==> src/hw/rtl/rrsg_pkg.sv <==
// Shared types, codes and the square-root step for the rounded rectangle span generator.
package rrsg_pkg;

	localparam int MaxRadius = 30;
	localparam int CoordBits = 12;
	localparam logic [11:0] CoordMask = 12'((64'd1 << CoordBits) - 64'd1);

	// configuration register indexes
	localparam logic [1:0] RegScreenWidth  = 2'd0;
	localparam logic [1:0] RegScreenHeight = 2'd1;

	// span kinds
	localparam logic [2:0] KindWhole  = 3'd0;
	localparam logic [2:0] KindCenter = 3'd1;
	localparam logic [2:0] KindLeft   = 3'd2;
	localparam logic [2:0] KindRight  = 3'd3;
	localparam logic [2:0] KindRow    = 3'd4;

	typedef struct packed {
		logic [11:0] x;
		logic [11:0] y;
		logic [11:0] w;
		logic [11:0] h;
		logic [4:0]  r;
		logic [2:0]  kind;
		logic [4:0]  dy;
		logic        bottom;
		logic        last;
	} tok_t;

	typedef struct packed {
		logic [11:0] rem;
		logic [11:0] root;
	} sq_t;

	// one digit of the restoring integer square root
	function automatic sq_t sq_step(input sq_t s, input logic [11:0] b);
		sq_t o;
		logic [12:0] trial;
		trial = {1'b0, s.root} + {1'b0, b};
		o = s;
		if ({1'b0, s.rem} >= trial) begin
			o.rem  = s.rem - trial[11:0];
			o.root = (s.root >> 1) + b;
		end else begin
			o.root = s.root >> 1;
		end
		return o;
	endfunction

endpackage

==> src/hw/rtl/rounded_rect_span_generator.sv <==
// Top level: rectangle normalize/clip pipeline, span sequencer and square-root span pipeline.
// Pipeline: 3 front stages, sequencer load, 4 span stages, output register.
// Throughput: one span per cycle while out_ready does not stall the output, so an item
// yields 1 span (zero radius) or 2r+3 spans, at most 63, limited by the sequencer.
// Up to three items wait in the front stages while the sequencer is busy.
// Reset: asynchronous, clears all valid bits and the sequencer; screen size to 1920x1080.
module rounded_rect_span_generator (
	input  logic               clk,
	input  logic               arst_n,
	input  logic               cfg_valid,
	output logic               cfg_ready,
	input  logic [1:0]         cfg_index,
	input  logic [11:0]        cfg_data,
	input  logic               in_valid,
	output logic               in_ready,
	input  logic signed [13:0] rect_left,
	input  logic signed [13:0] rect_top,
	input  logic signed [13:0] rect_width,
	input  logic signed [13:0] rect_height,
	input  logic [9:0]         corner_radius,
	output logic               out_valid,
	input  logic               out_ready,
	output logic [11:0]        span_x,
	output logic [11:0]        span_y,
	output logic [11:0]        span_w,
	output logic [11:0]        span_h,
	output logic               last_span
);

	// configuration
	logic [11:0] screen_width_q, screen_height_q;

	assign cfg_ready = 1'b1;

	always_ff @(posedge clk or negedge arst_n) begin
		if (!arst_n) begin
			screen_width_q  <= 12'd1920;
			screen_height_q <= 12'd1080;
		end else if (cfg_valid) begin
			unique case (cfg_index)
				rrsg_pkg::RegScreenWidth:  screen_width_q  <= cfg_data;
				rrsg_pkg::RegScreenHeight: screen_height_q <= cfg_data;
				default: ;
			endcase
		end
	end

	logic signed [14:0] maxw, maxh;
	assign maxw = (screen_width_q == 12'd0) ? 15'sd1 : $signed({3'b000, screen_width_q});
	assign maxh = (screen_height_q == 12'd0) ? 15'sd1 : $signed({3'b000, screen_height_q});

	// handshake chain
	logic en, last_issue, load_seq, busy_q;
	logic ready_s1, ready_s2, ready_s3;
	logic valid_s1, valid_s2, valid_s3;

	// stage 1: normalize extents
	logic signed [14:0] xs_s1, xe_s1, ys_s1, ye_s1;
	logic               zero_s1;
	logic [4:0]         req_s1;
	logic signed [14:0] l_e, t_e, w_e, h_e;

	assign l_e = 15'(rect_left);
	assign t_e = 15'(rect_top);
	assign w_e = 15'(rect_width);
	assign h_e = 15'(rect_height);
	assign in_ready = ready_s1;

	always_ff @(posedge clk or negedge arst_n) begin
		if (!arst_n) begin
			valid_s1 <= 1'b0;
		end else if (ready_s1) begin
			valid_s1 <= in_valid;
		end
	end

	always_ff @(posedge clk) begin
		if (ready_s1) begin
			xs_s1   <= (w_e < 0) ? l_e + w_e : l_e;
			xe_s1   <= (w_e < 0) ? l_e : l_e + w_e;
			ys_s1   <= (h_e < 0) ? t_e + h_e : t_e;
			ye_s1   <= (h_e < 0) ? t_e : t_e + h_e;
			zero_s1 <= (rect_width == 14'sd0) || (rect_height == 14'sd0);
			req_s1  <= (corner_radius > 10'(rrsg_pkg::MaxRadius)) ?
				5'(rrsg_pkg::MaxRadius) : corner_radius[4:0];
		end
	end

	// stage 2: clip to the screen
	logic signed [14:0] x0, x1, y0, y1;
	logic               empty_c;
	logic [11:0]        x_s2, y_s2, w_s2, h_s2;
	logic [4:0]         req_s2;
	logic               empty_s2;

	assign x0 = (xs_s1 < 0) ? 15'sd0 : xs_s1;
	assign y0 = (ys_s1 < 0) ? 15'sd0 : ys_s1;
	assign x1 = (xe_s1 < maxw) ? xe_s1 : maxw;
	assign y1 = (ye_s1 < maxh) ? ye_s1 : maxh;
	assign empty_c = zero_s1 || (x1 <= x0) || (y1 <= y0);
	assign ready_s1 = !valid_s1 || ready_s2;

	always_ff @(posedge clk or negedge arst_n) begin
		if (!arst_n) begin
			valid_s2 <= 1'b0;
		end else if (ready_s2) begin
			valid_s2 <= valid_s1;
		end
	end

	always_ff @(posedge clk) begin
		if (ready_s2) begin
			x_s2     <= x0[11:0];
			y_s2     <= y0[11:0];
			w_s2     <= 12'(x1 - x0);
			h_s2     <= 12'(y1 - y0);
			req_s2   <= req_s1;
			empty_s2 <= empty_c;
		end
	end

	// stage 3: bound the radius; empty items drop out here
	logic [11:0] x_s3, y_s3, w_s3, h_s3;
	logic [4:0]  r_s3, r_c;
	logic [4:0]  r_tmp;

	always_comb begin
		r_tmp = req_s2;
		if ({7'b0, r_tmp} > {1'b0, w_s2[11:1]}) r_tmp = w_s2[5:1];
		if ({7'b0, r_tmp} > {1'b0, h_s2[11:1]}) r_tmp = h_s2[5:1];
		r_c = r_tmp;
	end

	assign ready_s2 = !valid_s2 || ready_s3;

	always_ff @(posedge clk or negedge arst_n) begin
		if (!arst_n) begin
			valid_s3 <= 1'b0;
		end else if (ready_s3) begin
			valid_s3 <= valid_s2 && !empty_s2;
		end
	end

	always_ff @(posedge clk) begin
		if (ready_s3) begin
			x_s3 <= x_s2;
			y_s3 <= y_s2;
			w_s3 <= w_s2;
			h_s3 <= h_s2;
			r_s3 <= r_c;
		end
	end

	// sequencer: one span token per cycle for the held item, while the output is not stalled
	logic [11:0] cx_q, cy_q, cw_q, ch_q;
	logic [4:0]  cr_q;
	logic [5:0]  cnt_q, idx_q, j;

	assign en         = !out_valid || out_ready;
	assign last_issue = (idx_q == cnt_q);
	assign load_seq   = valid_s3 && (!busy_q || (en && last_issue));
	assign ready_s3   = !valid_s3 || load_seq;

	always_ff @(posedge clk or negedge arst_n) begin
		if (!arst_n) begin
			busy_q <= 1'b0;
			idx_q  <= '0;
		end else if (load_seq) begin
			busy_q <= 1'b1;
			idx_q  <= '0;
		end else if (en && busy_q) begin
			if (last_issue) busy_q <= 1'b0;
			else idx_q <= idx_q + 6'd1;
		end
	end

	always_ff @(posedge clk) begin
		if (load_seq) begin
			cx_q  <= x_s3;
			cy_q  <= y_s3;
			cw_q  <= w_s3;
			ch_q  <= h_s3;
			cr_q  <= r_s3;
			cnt_q <= (r_s3 == 5'd0) ? 6'd0 : {r_s3, 1'b0} + 6'd2;
		end
	end

	// token build and the two squares
	rrsg_pkg::tok_t tok_c;
	logic [5:0]     k2;

	assign j  = idx_q - 6'd3;
	assign k2 = {cr_q, 1'b0} - {j[5:1], 1'b0} - 6'd1;

	always_comb begin
		tok_c.x      = cx_q;
		tok_c.y      = cy_q;
		tok_c.w      = cw_q;
		tok_c.h      = ch_q;
		tok_c.r      = cr_q;
		tok_c.dy     = j[5:1];
		tok_c.bottom = j[0];
		tok_c.last   = last_issue;
		if (cr_q == 5'd0)        tok_c.kind = rrsg_pkg::KindWhole;
		else if (idx_q == 6'd0)  tok_c.kind = rrsg_pkg::KindCenter;
		else if (idx_q == 6'd1)  tok_c.kind = rrsg_pkg::KindLeft;
		else if (idx_q == 6'd2)  tok_c.kind = rrsg_pkg::KindRight;
		else                     tok_c.kind = rrsg_pkg::KindRow;
	end

	logic           valid_s4, valid_s5, valid_s6, valid_s7;
	rrsg_pkg::tok_t tok_s4, tok_s5, tok_s6, tok_s7;
	logic [9:0]     rsq_s4;
	logic [11:0]    k2sq_s4;
	rrsg_pkg::sq_t  sq_s5, sq_s6, sq_in5, sq_c5, sq_c6, sq_c7;
	logic [4:0]     inset_s7, dx_c;

	always_ff @(posedge clk or negedge arst_n) begin
		if (!arst_n) begin
			valid_s4  <= 1'b0;
			valid_s5  <= 1'b0;
			valid_s6  <= 1'b0;
			valid_s7  <= 1'b0;
			out_valid <= 1'b0;
		end else if (en) begin
			valid_s4  <= busy_q;
			valid_s5  <= valid_s4;
			valid_s6  <= valid_s5;
			valid_s7  <= valid_s6;
			out_valid <= valid_s7;
		end
	end

	// square root: two digits per stage
	assign sq_in5.rem  = {rsq_s4, 2'b00} - k2sq_s4;
	assign sq_in5.root = '0;
	assign sq_c5 = rrsg_pkg::sq_step(rrsg_pkg::sq_step(sq_in5, 12'h400), 12'h100);
	assign sq_c6 = rrsg_pkg::sq_step(rrsg_pkg::sq_step(sq_s5, 12'h040), 12'h010);
	assign sq_c7 = rrsg_pkg::sq_step(rrsg_pkg::sq_step(sq_s6, 12'h004), 12'h001);
	assign dx_c  = sq_c7.root[5:1];

	// output span formation
	logic [11:0] ox, oy, ow, oh, r12, r2, in12, in2;

	assign r12  = {7'b0, tok_s7.r};
	assign r2   = {6'b0, tok_s7.r, 1'b0};
	assign in12 = {7'b0, inset_s7};
	assign in2  = {6'b0, inset_s7, 1'b0};

	always_comb begin
		case (tok_s7.kind)
			rrsg_pkg::KindCenter: begin
				ox = tok_s7.x + r12;
				oy = tok_s7.y;
				ow = tok_s7.w - r2;
				oh = tok_s7.h;
			end
			rrsg_pkg::KindLeft: begin
				ox = tok_s7.x;
				oy = tok_s7.y + r12;
				ow = r12;
				oh = tok_s7.h - r2;
			end
			rrsg_pkg::KindRight: begin
				ox = tok_s7.x + tok_s7.w - r12;
				oy = tok_s7.y + r12;
				ow = r12;
				oh = tok_s7.h - r2;
			end
			rrsg_pkg::KindRow: begin
				ox = tok_s7.x + in12;
				oy = tok_s7.bottom ? tok_s7.y + tok_s7.h - {7'b0, tok_s7.dy} - 12'd1
				                   : tok_s7.y + {7'b0, tok_s7.dy};
				ow = tok_s7.w - in2;
				oh = 12'd1;
			end
			default: begin
				ox = tok_s7.x;
				oy = tok_s7.y;
				ow = tok_s7.w;
				oh = tok_s7.h;
			end
		endcase
	end

	always_ff @(posedge clk) begin
		if (en) begin
			tok_s4   <= tok_c;
			rsq_s4   <= {5'b0, cr_q} * {5'b0, cr_q};
			k2sq_s4  <= {6'b0, k2} * {6'b0, k2};
			tok_s5   <= tok_s4;
			sq_s5    <= sq_c5;
			tok_s6   <= tok_s5;
			sq_s6    <= sq_c6;
			tok_s7   <= tok_s6;
			inset_s7 <= (dx_c > tok_s6.r) ? 5'd0 : tok_s6.r - dx_c;
			span_x    <= ox & rrsg_pkg::CoordMask;
			span_y    <= oy & rrsg_pkg::CoordMask;
			span_w    <= ((ow == 12'd0) ? 12'd1 : ow) & rrsg_pkg::CoordMask;
			span_h    <= ((oh == 12'd0) ? 12'd1 : oh) & rrsg_pkg::CoordMask;
			last_span <= tok_s7.last;
		end
	end

endmodule

==> config.mk <==
export PLATFORM = sky130hd
export DESIGN_NAME = rounded_rect_span_generator
export DESIGN_NICKNAME = d
export VERILOG_FILES = /design/src/hw/rtl/rrsg_pkg.sv /design/src/hw/rtl/rounded_rect_span_generator.sv
export SDC_FILE = /design/constraint.sdc
export NUM_CORES = 1
export LEC_CHECK = 0
export BUFFER_PORTS_ARGS = -buffer_cell sky130_fd_sc_hd__buf_2
export CAP_MARGIN = 20
export CORE_ASPECT_RATIO = 0.75
export CORE_MARGIN = 4
export CORE_UTILIZATION = 45
export CTS_CLUSTER_DIAMETER = 120
export DETAILED_ROUTE_END_ITERATION = 8
export RECOVER_POWER = 25
export SYNTH_ARGS = -nofsm -noshare
export SYNTH_HDL_FRONTEND = slang
export SYNTH_SLANG_ARGS = --single-unit
export TNS_END_PERCENT = 100
==> constraint.sdc <==
create_clock -name clk -period 33.9 [get_ports clk]
set_input_delay 1.695 -clock clk [delete_from_list [all_inputs] [get_ports clk]]
set_output_delay 1.695 -clock clk [all_outputs]
set_load 0.1 [all_outputs]
==> impl_metrics.yaml <==
sta:
  slew_viol_final: 0
  hold_viol_final: 0
  worstMarginPinSlew_ps: 960
  finClkSkew_ps: 27.9
  grt_setup_unrepaired: "false"
  fmax_mhz: 158
  setup_viol: 0
  tns_ps: 0
  max-slew-margin-rel: 0.360
  min_period_ps: 6310
  finalCritPeriodShare: 0.186
grt:
  grt_pass1_vias: 17800
  grtUsageTotal: 0.161
  overflow: 0
  grt_max_degree: 125
  grt_pass1_wl_mm: 93.6
  antenna_found_initial: 0
worst_setup_path:
  path_max_fanout: 124
  crit_type: "input pin to output port"
  worstPathRequired_ps: 32200
  cp-start-kind: "input pin"
  worstRegToRegCells: 24
  rr_startpoint: "idx_q[1]$_DFFE_PN0P_"
  arrival_ps: 4620
  cp-end-kind: "output port"
  r2r_end: "k2sq_s4[11]$_DFFE_PP_"
  rrSetupSlack_ps: 28170
clock_tree:
  numClockSinks: 619
  clock_latency_ps: 620
  path_clk_slew_ps: 60
  cts_buffers: 59
  clk_path_buf_depth: 3
  post_cts_buffers: 0
  htree_levels: 2
  clock-root-buffer: "clkbuf_16"
  hold_buffers: 0
  cts_resized: 0
  cts_tree: "done"
placement:
  hpwl_mm: 43.7
  port_buffers: 135
  gp_congestion: 0.895
synth:
  netlist_area_sq_mm: 0.0307
  ys_seq_area_frac: 0.600
  synth_area_per_cell_sq_um: 12.7
  ys_ff_latch: 619
  yosysTopAreaCell: "edfxtp_1"
  netlist.area_leader.share: 0.567
  async_flop_share: 0.0630
  syn-num-nets: 2747
  ys.flop_type: "edfxtp_1"
  synth_enable_flop_cells: 580
  yosysUniqueCellTypes: 80
  ys_top_cells_by_count: "edfxtp_1 (580), inv_1 (247), ha_1 (210), nand2_1 (151), o21ai_0 (136)"
  synthTopCellsByArea: "edfxtp_1 (57%), ha_1 (8.6%), inv_1 (3.0%), dfrtp_1 (2.5%), o21ai_0 (2.2%)"
  synth_cells: 2419
  yosysMostFrequentCell: "edfxtp_1"
  synth_warnings: 0
floorplan:
  rows: 82
  start_util: 0.457
  die_area_sq_mm: 0.0725
  die_h_um: 234
  core-area_sq_mm: 0.0672
  io_pins: 137
  die_x_um: 310
drt:
  viasPerCell: 5.24
  drt_iter0_drc: 1250
  drt_pass1_iterations: 5
  wl_mm: 58.3
  drc_errors: 0
  num_vias: 18300
  route.antenna.remaining_nets: 0
  wire_per_inst_um: 16.7
status:
  outcome: "complete, no violations"
job:
  cap_violations: 0
layout:
  syn2layout_area_growth_pct: 11.9
  antenna_cells: 0
  regArea_sq_mm: 0.0184
  fin_nets: 2897
  fillCellCount: 5707
  drive_gt1_frac: 0.123
  multi_input_area_sq_mm: 0.0111
min_path:
  min_to: "cy_q[2]$_DFFE_PP_"
  min_path_type: "flop to flop"
  holdPathStages: 0
  hp-start: "y_s3[2]$_DFFE_PP_"
## worst max-delay path by stage
| stage | start | endpoint | slack [ps] | depth (start not counted) |
|---|---|---|---|---|
| 5_1_grt | out_ready | in_ready | 27380 | 7 |
| 3_5_place_dp | out_ready | in_ready | 27660 | 7 |
| 3_3_place_gp | out_ready | in_ready | 27730 | 7 |
| 6_report | out_ready | in_ready | 27590 | 7 |
| 2_1_floorplan | out_ready | in_ready | 19910 | 5 |
| 4_1_cts | out_ready | in_ready | 27640 | 7 |
## routing by layer
metal	global-route usage	up-vias	wire, um
met3	0.0271	90	2890
li1	-	9188	-
met1	0.249	8625	29800
met2	0.236	444	24400
met5	0	-	0
met4	0.0399	0	1180
## state kept, by name, indices dropped and copies added (netlist names), 14 cells and up
| register | flops |
|---|---|
| tok_s7 | 58 |
| ye_s1 | 15 |
| tok_s5 | 63 |
| tok_s6 | 63 |
| xe_s1 | 15 |
| xs_s1 | 15 |
| sq_s6 | 14 |
| tok_s4 | 63 |
| ys_s1 | 15 |
## worst max-delay path, cell delays in order
cell and delay (ps):
buf_2 100, nor2b_1 610, inv_8 410, a21boi_1 630, nand4_1 160, buf_4 430
buf_2 430
## area by class of cell
cell class | instances | area share
Sequential cell | 619 | 0.536
Multi-Input combinational cell | 1494 | 0.325
Clock buffer | 75 | 0.0460
Tap cell | 882 | 0.0321
Inverter | 248 | 0.0273
Timing Repair Buffer | 147 | 0.0227
Clock inverter | 34 | 0.0114
## logic make-up after synthesis
kind of cell    after synthesis  synth area share
fa+ha+maj                   243             0.107
compound gates              489             0.102
buf+inv                     306            0.0380
other cells                   2          0.000245
flops                       619             0.600
mux                          69            0.0246
xor+xnor                    120            0.0342
simple gates                571            0.0939
## cell usage in the layout, fill, tap and decap left out, drive strengths merged, types with 33 or more instances in the layout
cell	instances
buf	147
nand2	151
a21oi	101
clkbuf	75
xor2	45
xnor2	75
inv	253
o21ai	144
nand2b	49
nor2b	36
mux2	52
edfxtp	580
nand3	34
ha	210
a21o	64
fa	33
nor2	113
nor3	48
## through the flow
stage,hold WS (ps),worst slack [ps],util,instances,cell area (sq um)
6_report,405,27590,0.511,3499,34300
5_1_grt,413,27380,0.511,3499,34300
4_1_cts,403,27640,0.511,3498,34300
3_5_place_dp,405,27660,0.482,3389,32400
3_3_place_gp,401,27730,0.481,3388,32300
2_1_floorplan,399,19910,-,2419,30700
Power is left out: the tool's default activity adds up to more than one toggle a clock period on the data nets, which glitch-free logic cannot reach.
